[config.mk]
export PLATFORM = sky130hd
export DESIGN_NAME = ffbp_cell
export DESIGN_NICKNAME = d
export VERILOG_FILES = /design/src/rtl/ffbp_pkg.sv /design/src/rtl/ffbp_cell.sv
export SDC_FILE = /design/constraint.sdc
export NUM_CORES = 1
export LEC_CHECK = 0
export ABC_AREA = 1
export BUFFER_PORTS_ARGS = -buffer_cell sky130_fd_sc_hd__buf_2
export CAP_MARGIN = 40
export CORE_MARGIN = 3
export CORE_UTILIZATION = 25
export DETAILED_ROUTE_END_ITERATION = 6
export SYNTH_ARGS = -nofsm -noshare
export SYNTH_HDL_FRONTEND = slang
export SYNTH_SLANG_ARGS = --single-unit
[constraint.sdc]
create_clock -name aclk -period 3.5 [get_ports aclk]
set_input_delay 0.525 -clock aclk [delete_from_list [all_inputs] [get_ports aclk]]
set_output_delay 0.525 -clock aclk [all_outputs]
set_load 0.05 [all_outputs]
[src/rtl/ffbp_pkg.sv]
// ----------------------------------------------------------------------------
// ffbp_pkg
// Shared types and constants for the first-fit bin packer cell chain.
// ----------------------------------------------------------------------------
package ffbp_pkg;

    localparam int unsigned SIZE_W      = 16;
    localparam int unsigned BIN_IDX_W   = 6;
    localparam int unsigned BINS_USED_W = 7;
    localparam logic [SIZE_W-1:0] CAP_RESET = 16'd1000;

    // Search token that walks the cell chain, one cell per clock.
    typedef struct packed {
        logic              live;       // still looking for a bin
        logic              placed;     // a cell took the item
        logic              opened;     // the taking cell was opened by it
        logic [SIZE_W-1:0] size;       // item size
        logic [SIZE_W-1:0] fresh_room; // room of a newly opened bin after the item
        logic [SIZE_W-1:0] left;       // room left in the chosen bin
    } tok_t;

endpackage

[src/rtl/ffbp_cell.sv]
// ----------------------------------------------------------------------------
// ffbp_cell
// One bin of the chain: holds its open flag and remaining room, serves the
// passing token and hands it on to the next cell.
// ----------------------------------------------------------------------------
module ffbp_cell
    import ffbp_pkg::*;
#(
    parameter int NUM_BINS = 64,
    parameter int CELL_IDX = 0,
    localparam int IDX_W   = $clog2(NUM_BINS)
) (
    input  logic             aclk,
    input  logic             aresetn,
    input  logic             clear_all,
    input  logic             in_vld,
    input  tok_t             in_tok,
    input  logic [IDX_W-1:0] in_idx,
    output logic             out_vld,
    output tok_t             out_tok,
    output logic [IDX_W-1:0] out_idx
);

    logic              open_reg, open_next;
    logic [SIZE_W-1:0] room_reg, room_next;
    logic              vld_reg, vld_next;
    tok_t              tok_reg, tok_next;
    logic [IDX_W-1:0]  idx_reg, idx_next;

    always_comb begin
        open_next = open_reg;
        room_next = room_reg;
        vld_next  = in_vld;
        tok_next  = in_tok;
        idx_next  = in_idx;
        if (clear_all) begin
            open_next = 1'b0;
        end else if (in_vld && in_tok.live) begin
            if (open_reg) begin
                if (room_reg >= in_tok.size) begin
                    room_next       = room_reg - in_tok.size;
                    tok_next.live   = 1'b0;
                    tok_next.placed = 1'b1;
                    tok_next.left   = room_reg - in_tok.size;
                    idx_next        = IDX_W'(CELL_IDX);
                end
            end else begin
                // first closed bin: open it for this item
                open_next       = 1'b1;
                room_next       = in_tok.fresh_room;
                tok_next.live   = 1'b0;
                tok_next.placed = 1'b1;
                tok_next.opened = 1'b1;
                tok_next.left   = in_tok.fresh_room;
                idx_next        = IDX_W'(CELL_IDX);
            end
        end
    end

    always_ff @(posedge aclk) begin
        if (!aresetn) begin
            open_reg <= 1'b0;
            vld_reg  <= 1'b0;
        end else begin
            open_reg <= open_next;
            vld_reg  <= vld_next;
        end
        room_reg <= room_next;
        tok_reg  <= tok_next;
        idx_reg  <= idx_next;
    end

    assign out_vld = vld_reg;
    assign out_tok = tok_reg;
    assign out_idx = idx_reg;

endmodule

-- Word level (Yosys, flattened, before mapping)
Index checks and enable logic that the tools add are counted.
- register bits after elaboration: 75
- input bits: 61
- output and inout bits: 58
- logic and storage cells: 33
- $add $sub $neg: 1
- $lt $le $gt $ge: 1
- equal/unequal tests: 1
- muxes and demuxes: 15
- bitwise gates (word level): 2
- reduce and logical (&&, ||, !) cells: 3
- operators with widths (operator ; number):
    $mux 16 ; 6
    $mux 6 ; 4
    $ge 16x16->1 ; 1
    $sub 16x16->16 ; 1
    $mux 3 ; 2
    $mux 2 ; 2
    $reduce_and 3->1 ; 1
    $ne 2x1->1 const B ; 1
    $not 1->1 ; 2
    $reduce_or 2->1 ; 1
    $logic_and 1x1->1 ; 1
    $mux 1 ; 1

-- Depth between registers and ports, before layout
Gate-level depths: netlist of the first run.
- depth in word-level cells: 5
- gate-level depth with buffers: 15
- gate-level depth less buffers: 15

-- Least setup slack after synthesis of the first run
No wires, ideal clock.
- path kind: input to register
- from: input port in_tok[32] (netlist bit)
- to: register room_reg[0], enable pin
- library setup time: 0.364 ns
- data arrival time: 2.285 ns
- required time: 3.136 ns
- setup slack: 0.851 ns
- stages on the path: 13
- buffers on the path: 0
- path through: ha_1 -> fa_1 -> inv_1 -> nand3_1 -> nand2_2 -> nand2_1 -> nand3_2 -> nand2_4 -> nand2_4 -> nor2_2 -> inv_2 -> nand3b_4 -> inv_1
- word-level cells in the longest chain between the ends: 3
- ends and longest elaborated chain (element ; RTL line ; text):
    start, declared ; ffbp_cell.sv:17 ; input tok_t in_tok,
    $ge 16x16->1 ; ffbp_cell.sv:40 ; if (room_reg >= in_tok.size) begin
    $ne 2x1->1 (no line) ; -- ;
    $reduce_and 3->1 (no line) ; -- ;
    end signal, assigned ; ffbp_cell.sv:68 ; room_reg <= room_next;
    end, declared ; ffbp_cell.sv:25 ; logic [SIZE_W-1:0] room_reg, room_next;
Every way passes these cells.
A chain may end at the register's enable or synchronous reset.

-- Worst setup path in the final report of the first run
- from: register room_reg[0]
- to: register room_reg[4], enable pin
- word-level cells in the longest chain between the ends: 3
- ends and longest elaborated chain (element ; RTL line):
    $ge 16x16->1 ; ffbp_cell.sv:40
    $ne 2x1->1 (no line) ; --
    $reduce_and 3->1 (no line) ; --
Every way passes these cells.

==> results of run 1 <==
## cells by family after synthesis
kind of cell / count (synthesis)
fa+ha+maj: 17
xor+xnor: 6
simple gates: 229
buf+inv: 103
compound gates: 58
flops: 75
## cell usage after synthesis
| cell type | count | share of area |
|---|---|---|
| nor2_1 | 29 | 0.029 |
| nand2_1 | 140 | 0.14 |
| or2_2 | 2 | 0.0034 |
| buf_4 | 1 | 0.0020 |
| nand3b_4 | 1 | 0.0054 |
| a21boi_1 | 8 | 0.016 |
| clkbuf_1 | 5 | 0.0051 |
| nand3_2 | 1 | 0.0027 |
| nor2_8 | 1 | 0.0054 |
| inv_2 | 4 | 0.0040 |
| nor3_2 | 1 | 0.0027 |
| a21oi_1 | 25 | 0.034 |
| fa_1 | 1 | 0.0054 |
| nand3b_1 | 3 | 0.0061 |
| nor3_1 | 1 | 0.0013 |
| inv_1 | 86 | 0.087 |
| xnor2_1 | 5 | 0.012 |
| nand4_1 | 12 | 0.020 |
| buf_6 | 2 | 0.0061 |
| o21ai_0 | 13 | 0.018 |
| xor2_1 | 1 | 0.0024 |
| a21oi_2 | 2 | 0.0047 |
| edfxtp_1 | 16 | 0.13 |
| o21ai_2 | 5 | 0.012 |
| nor2_2 | 2 | 0.0034 |
| ha_1 | 16 | 0.054 |
| buf_2 | 5 | 0.0067 |
| o21bai_1 | 4 | 0.0081 |
| nand2_2 | 2 | 0.0034 |
| and3_1 | 1 | 0.0017 |
| a31oi_1 | 1 | 0.0017 |
| dfxtp_1 | 59 | 0.32 |
| nand3_1 | 31 | 0.042 |
| nand2_4 | 2 | 0.0061 |
## final timing paths
kind / endpoint / slack, ps / cells after the start
worst max-delay path: room_reg[4]$_DFFE_PP_ / 800 / 15
worst min-delay path: out_tok[31]$_DFF_P_ / 290 / 1
worst max register to register: room_reg[4]$_DFFE_PP_ / 800 / 15
worst min register to register: out_tok[48]$_DFF_P_ / 790 / 1
## area by class of cell
| cell class | count | area, um^2 | area share |
|---|---|---|---|
| Sequential cell | 75 | 1660 | 0.344 |
| Timing Repair Buffer | 123 | 632 | 0.131 |
| Clock buffer | 9 | 225 | 0.0467 |
| Multi-Input combinational cell | 310 | 1640 | 0.340 |
| Clock inverter | 7 | 105 | 0.0218 |
| Inverter | 90 | 338 | 0.0700 |
| Tap cell | 180 | 225 | 0.0467 |
## power by group through the flow
stage,sequential [mW],combinational (mW),clock (mW)
after floorplan,1.12,0.207,0
after global placement,0.965,0.492,0
after detailed placement,0.966,0.494,0
after CTS,0.947,0.496,1.07
after global routing,0.951,0.543,1.11
final,0.947,0.491,1.03
## metal layers
metal	share of wire	routed length, um
met5	0	0
met4	0.011	103
met3	0.079	762
met2	0.44	4220
met1	0.47	4540
## worst reg2reg max path, cell delays in order (launching register included)
cell and delay, ps:
edfxtp_1 320, inv_1 40, ha_1 220, fa_1 410
inv_1 100, nand3_1 90, nand2_2 120, nand2_1 80
nand3_2 90, nand2_4 130, nand2_4 190, nor2_2 50
inv_2 120, nand3b_4 130, inv_1 70, buf_4 240
## per-stage QoR
| step | hold slack (ps) | area (um^2) |
|---|---|---|
| after floorplan | 553 | 3710 |
| after global placement | 642 | 4480 |
| after detailed placement | 643 | 4500 |
| after CTS | 277 | 4830 |
| after global routing | 280 | 4830 |
| final | 293 | 4830 |
## layout by cell type (no fill, tap or decap), drive strengths merged
| cell type | instances |
|---|---|
| clkinvlp | 1 |
| and3 | 1 |
| xnor2 | 5 |
| clkbuf | 9 |
| a31oi | 1 |
| nor3 | 2 |
| ha | 16 |
| nand4 | 12 |
| nand3b | 4 |
| edfxtp | 16 |
| nor2 | 32 |
| nand3 | 32 |
| inv | 94 |
| a21boi | 8 |
| xor2 | 1 |
| a21oi | 27 |
| o21bai | 4 |
| buf | 123 |
| dfxtp | 59 |
| o21ai | 18 |
| bufinv | 2 |
| or2 | 2 |
| nand2 | 144 |
| fa | 1 |
==> out/summary.txt, run 1 <==
Die width: 128 um
Hold Buf Count CTS: 0
Slew headroom: 0.544
Fin. max-slew vios: 0
Vias: 3359
Post-Route Skew: 2.84 ps
Max FFs per register: 51
CP bufs+invs: 5
Final Setup Violations: 0
Post-Syn Instances: 488
Max Buffers Root-to-Sink: 2
Die area: 16300 um^2
Met2 Resource Use GR: 0.192
CP max FO: 16
Gr busiest metal: met2
Fmax: 371 MHz
Seq pwr share: 0.383
Root Buffer Master: clkbuf_16
CTS Buf Count: 9
Combinational power share: 0.199
CTS H-tree lvls: 3
Share of cells above drive strength 1: 0.264
Worst Hold Class: in2reg
Seq/Total Area, Yosys: 0.448
Compound-Gate Fraction of Synth Area: 0.0937
Worst reg2reg path startpoint: room_reg[0]$_DFFE_PP_
Clock share of power: 0.418
Initial DRC count: 131
Area Overhead vs Synth: 30.0%
Mux share of post-synthesis cell area: 0
#FFs+latches synth: 75
Setup TNS: 0 ps
Count of cell types in the netlist: 34
Finished Layout Cells: 794
NetSw: 0.757 mW
Fillers: 1578
Crit share post-route: 0.770
CP max-delay cell: fa_1
Post-CTS Repair Setup Buffers: 0
Final wirelength: 9630 um
Gr ovfl total: 0
Row count: 43
I/O Buffers: 118
Pwr/cell area: 512 nW/um^2
Routed WL per cell: 12.1 um
Worst-path clk slew: 60 ps
Total Routing Usage GR: 0.124
Gpl congestion: 0.812
Int Pwr: 1.71 mW
Core Footprint: 14200 um^2
Setup CP Type: reg2reg
Die H: 128 um
Post-Synth XOR/XNOR Area: 0.0142
Drt via density: 4.23
Number of cells after detailed placement: 778
DRC: 0
Final Hold Viols: 0
Largest net degree at the start of global routing: 42
Maximum VDD drop: 0.266 mV
Yosys warnings: 0
Simple-gate portion of the synthesized area: 0.274
Critical path startpoint: room_reg[0]$_DFFE_PP_
Number of antenna violations at the first check in global routing: 0
Net Sw Frac: 0.306
Cell family with most CP delay: simple AND/OR/NAND/NOR gates
WP data arrival: 2730 ps
Status: completed
Hold Crit Start: in_tok[31]
Post-CTS Resized: 0
Tmin final: 2700 ps
Total design power: 2.47 mW
# diodes: 0
Max_cap viols: 0
Critical Path RT: 3530 ps
Final design utilization: 0.340
Critical path, cell by cell: inv_1 -> ha_1 -> fa_1 -> inv_1 -> nand3_1 -> nand2_2 -> nand2_1 -> nand3_2 -> nand2_4 -> nand2_4 -> nor2_2 -> inv_2 -> nand3b_4 -> inv_1 -> buf_4
Leakage power: 2.59 nW
Fin nets: 687
Unrepaired setup endpoints after global routing: false
Top Ports: 119
Crit path top cell by count: inv_1
Antenna viol nets, final: 0
Vias in the first global route: 3170
Post-synth net total: 566
Worst Tran Pin Value: 684 ps
Final WS setup: 803 ps
First-pass detailed-route iteration total: 4
CTS tree: built
Setup crit end kind: register
Critical path's largest stage delay: 410 ps
Initial core utilization: 0.261
Worst slack at placement: 452 ps
DP HPWL: 7760 um
Global-route met1 utilization: 0.163
Syn_area_per_cell: 7.61 um^2
Syn Std Cell Area: 3710 um^2
TritonCTS Sinks: 75
Main combinational cell family by area after synthesis: simple AND/OR/NAND/NOR gates
Clk Latency, worst-skew pair: 340 ps
CP Launch Type: register
Adder-cell share of the synthesized area: 0.0593
Global-route wire length before repair: 15900 um
Routing usage on met3: 0.0475
Power figures use the tool's default switching activity.
==> inputs of run 2 (changes only) <==
clock period = 2.77 ns   (was 3.5 ns; I/O delays follow)
==> run 2 against run 1 <==
Total power grew 27%. First-iteration DRC count rose by 37%. Highest routed layer is now met5. Sequential cell count unchanged. Combinational power grew 27%. Routed wire length is 2.8% higher. Fmax is 11% higher. Via count about the same. Hold slack got worse by 110 ps. Worst setup slack got worse by 470 ps. Critical path depth unchanged. Critical path type unchanged. Clock-buffer cell count unchanged. Cell count grew 0.25%.
==> out/summary.txt, run 2 (same netlist as run 1, synthesis figures left out) <==
Status: completed (unchanged)
Antenna viol nets, final: 0 (unchanged)
Worst slack at placement: 96.3 ps (was 452 ps)
Largest net degree at the start of global routing: 29 (was 42)
Tmin final: 2440 ps (was 2700 ps)
Drt via density: 4.22 (was 4.23)
Max FFs per register: 51 (unchanged)
Final wirelength: 9900 um (was 9630 um)
CTS H-tree lvls: 3 (unchanged)
Area Overhead vs Synth: 30.7% (was 30.0%)
Pwr/cell area: 648 nW/um^2 (was 512 nW/um^2)
Worst reg2reg path startpoint: room_reg[0]$_DFFE_PP_ (unchanged)
Maximum VDD drop: 0.406 mV (was 0.266 mV)
Total Routing Usage GR: 0.128 (was 0.124)
Initial DRC count: 180 (was 131)
Clock share of power: 0.421 (was 0.418)
Setup TNS: 0 ps (unchanged)
Critical path, cell by cell: inv_1 -> ha_1 -> fa_1 -> inv_1 -> nand3_1 -> nand2_2 -> nand2_1 -> nand3_2 -> nand2_4 -> nand2_4 -> nor2_2 -> inv_2 -> nand3b_4 -> inv_1 -> buf_12 (was inv_1 -> ha_1 -> fa_1 -> inv_1 -> nand3_1 -> nand2_2 -> nand2_1 -> nand3_2 -> nand2_4 -> nand2_4 -> nor2_2 -> inv_2 -> nand3b_4 -> inv_1 -> buf_4)
Max_cap viols: 0 (unchanged)
First-pass detailed-route iteration total: 5 (was 4)
Final Setup Violations: 0 (unchanged)
Leakage power: 2.60 nW (was 2.59 nW)
DRC: 0 (unchanged)
Top Ports: 119 (unchanged)
Gpl congestion: 0.819 (was 0.812)
Final Hold Viols: 0 (unchanged)
Share of cells above drive strength 1: 0.266 (was 0.264)
Vias in the first global route: 3268 (was 3170)
I/O Buffers: 118 (unchanged)
TritonCTS Sinks: 75 (unchanged)
Die area: 16300 um^2 (unchanged)
Worst-path clk slew: 60 ps (about the same)
Slew headroom: 0.623 (was 0.544)
Post-CTS Resized: 0 (unchanged)
CTS Buf Count: 9 (unchanged)
Critical Path RT: 2830 ps (was 3530 ps)
Worst Tran Pin Value: 564 ps (was 684 ps)
Fin nets: 689 (was 687)
Fin. max-slew vios: 0 (unchanged)
Die H: 128 um (unchanged)
Highest-count cells in the layout ignoring fill and taps: 140 x nand2_1, 118 x buf_2, 86 x inv_1, 59 x dfxtp_1, 31 x nand3_1 (unchanged)
WP data arrival: 2490 ps (was 2730 ps)
Clk Latency, worst-skew pair: 350 ps (was 340 ps)
Row count: 43 (unchanged)
CTS tree: built (unchanged)
Setup crit end kind: register (unchanged)
Hold Buf Count CTS: 0 (unchanged)
Post-CTS Repair Setup Buffers: 0 (unchanged)
Number of antenna violations at the first check in global routing: 1 (was 0)
Vias: 3356 (was 3359)
Combinational power share: 0.199 (about the same)
Core Footprint: 14200 um^2 (unchanged)
# diodes: 0 (unchanged)
Final Instance Area: 4850 um^2 (was 4830 um^2)
Fmax: 410 MHz (was 371 MHz)
Root Buffer Master: clkbuf_16 (unchanged)
Worst Hold Class: in2reg (unchanged)
Hold Crit Start: in_tok[47] (was in_tok[31])
Die width: 128 um (unchanged)
Net Sw Frac: 0.310 (was 0.306)
Final WS setup: 334 ps (was 803 ps)
Crit path top cell by count: inv_1 (unchanged)
Seq pwr share: 0.380 (was 0.383)
DP HPWL: 7860 um (was 7760 um)
Unrepaired setup endpoints after global routing: false (unchanged)
Area of placed instances: 4520 um^2 (was 4500 um^2)
Gr ovfl total: 0 (unchanged)
Critical path's largest stage delay: 410 ps (about the same)
Routed WL per cell: 12.4 um (was 12.1 um)
Setup CP Type: reg2reg (unchanged)
Global-route wire length before repair: 16300 um (was 15900 um)
Max Buffers Root-to-Sink: 2 (unchanged)
Critical path startpoint: room_reg[0]$_DFFE_PP_ (unchanged)
Initial core utilization: 0.261 (unchanged)
CP Launch Type: register (unchanged)
Commonest non-fill, non-tap cell in the layout: nand2_1 (unchanged)
NetSw: 0.974 mW (was 0.757 mW)
Crit share post-route: 0.879 (was 0.770)
Fillers: 1569 (was 1578)
CP max-delay cell: fa_1 (unchanged)
Worst hold slack: 181 ps (was 293 ps)
CP max FO: 16 (unchanged)
Int Pwr: 2.17 mW (was 1.71 mW)
Post-Route Skew: 6.03 ps (was 2.84 ps)
run 2: routing by layer:
layer / track usage / routed length (um)
met4: 0.0462 / 193
met1: 0.161 / 4490
met3: 0.0567 / 881
met2: 0.195 / 4320
met5: 0 / 11
run 2: path summary, 6_finish.rpt:
check	end	slack [ps]	cells past startpoint
worst max-delay path	room_reg[7]$_DFFE_PP_	330	15
worst min-delay path	out_tok[47]$_DFF_P_	180	1
worst max register to register	room_reg[7]$_DFFE_PP_	330	15
worst min register to register	out_tok[48]$_DFF_P_	690	2
run 2: power by group through the flow:
stage / sequential (mW) / combinational, mW / clock [mW]
floorplan: 1.41 / 0.262 / 0
global placement: 1.22 / 0.629 / 0
detailed placement: 1.22 / 0.630 / 0
CTS: 1.20 / 0.632 / 1.37
global route: 1.20 / 0.694 / 1.41
finish: 1.19 / 0.626 / 1.32
run 2: worst max-delay path: cells and delay by family, from the launching register on:
family | cells | cell delay [ps]
flops | 1 | 320
simple gates | 8 | 660
fa+ha+maj | 2 | 630
buf+inv | 5 | 550
run 2: layout make-up:
cell class	count	area [um^2]	share of cell area
Sequential cell	75	1660	0.342
Multi-Input combinational cell	310	1640	0.338
Timing Repair Buffer	125	656	0.135
Inverter	90	338	0.0696
Clock buffer	9	225	0.0464
Tap cell	180	225	0.0464
Clock inverter	7	109	0.0224
run 2: per-stage QoR:
step / instances / power, mW / utilization
after floorplan: 488 / 1.67 / -
after global routing: 796 / 3.31 / 0.342
after global placement: 780 / 1.85 / 0.318
final: 796 / 3.14 / 0.342
after CTS: 796 / 3.20 / 0.342
after detailed placement: 780 / 1.85 / 0.318
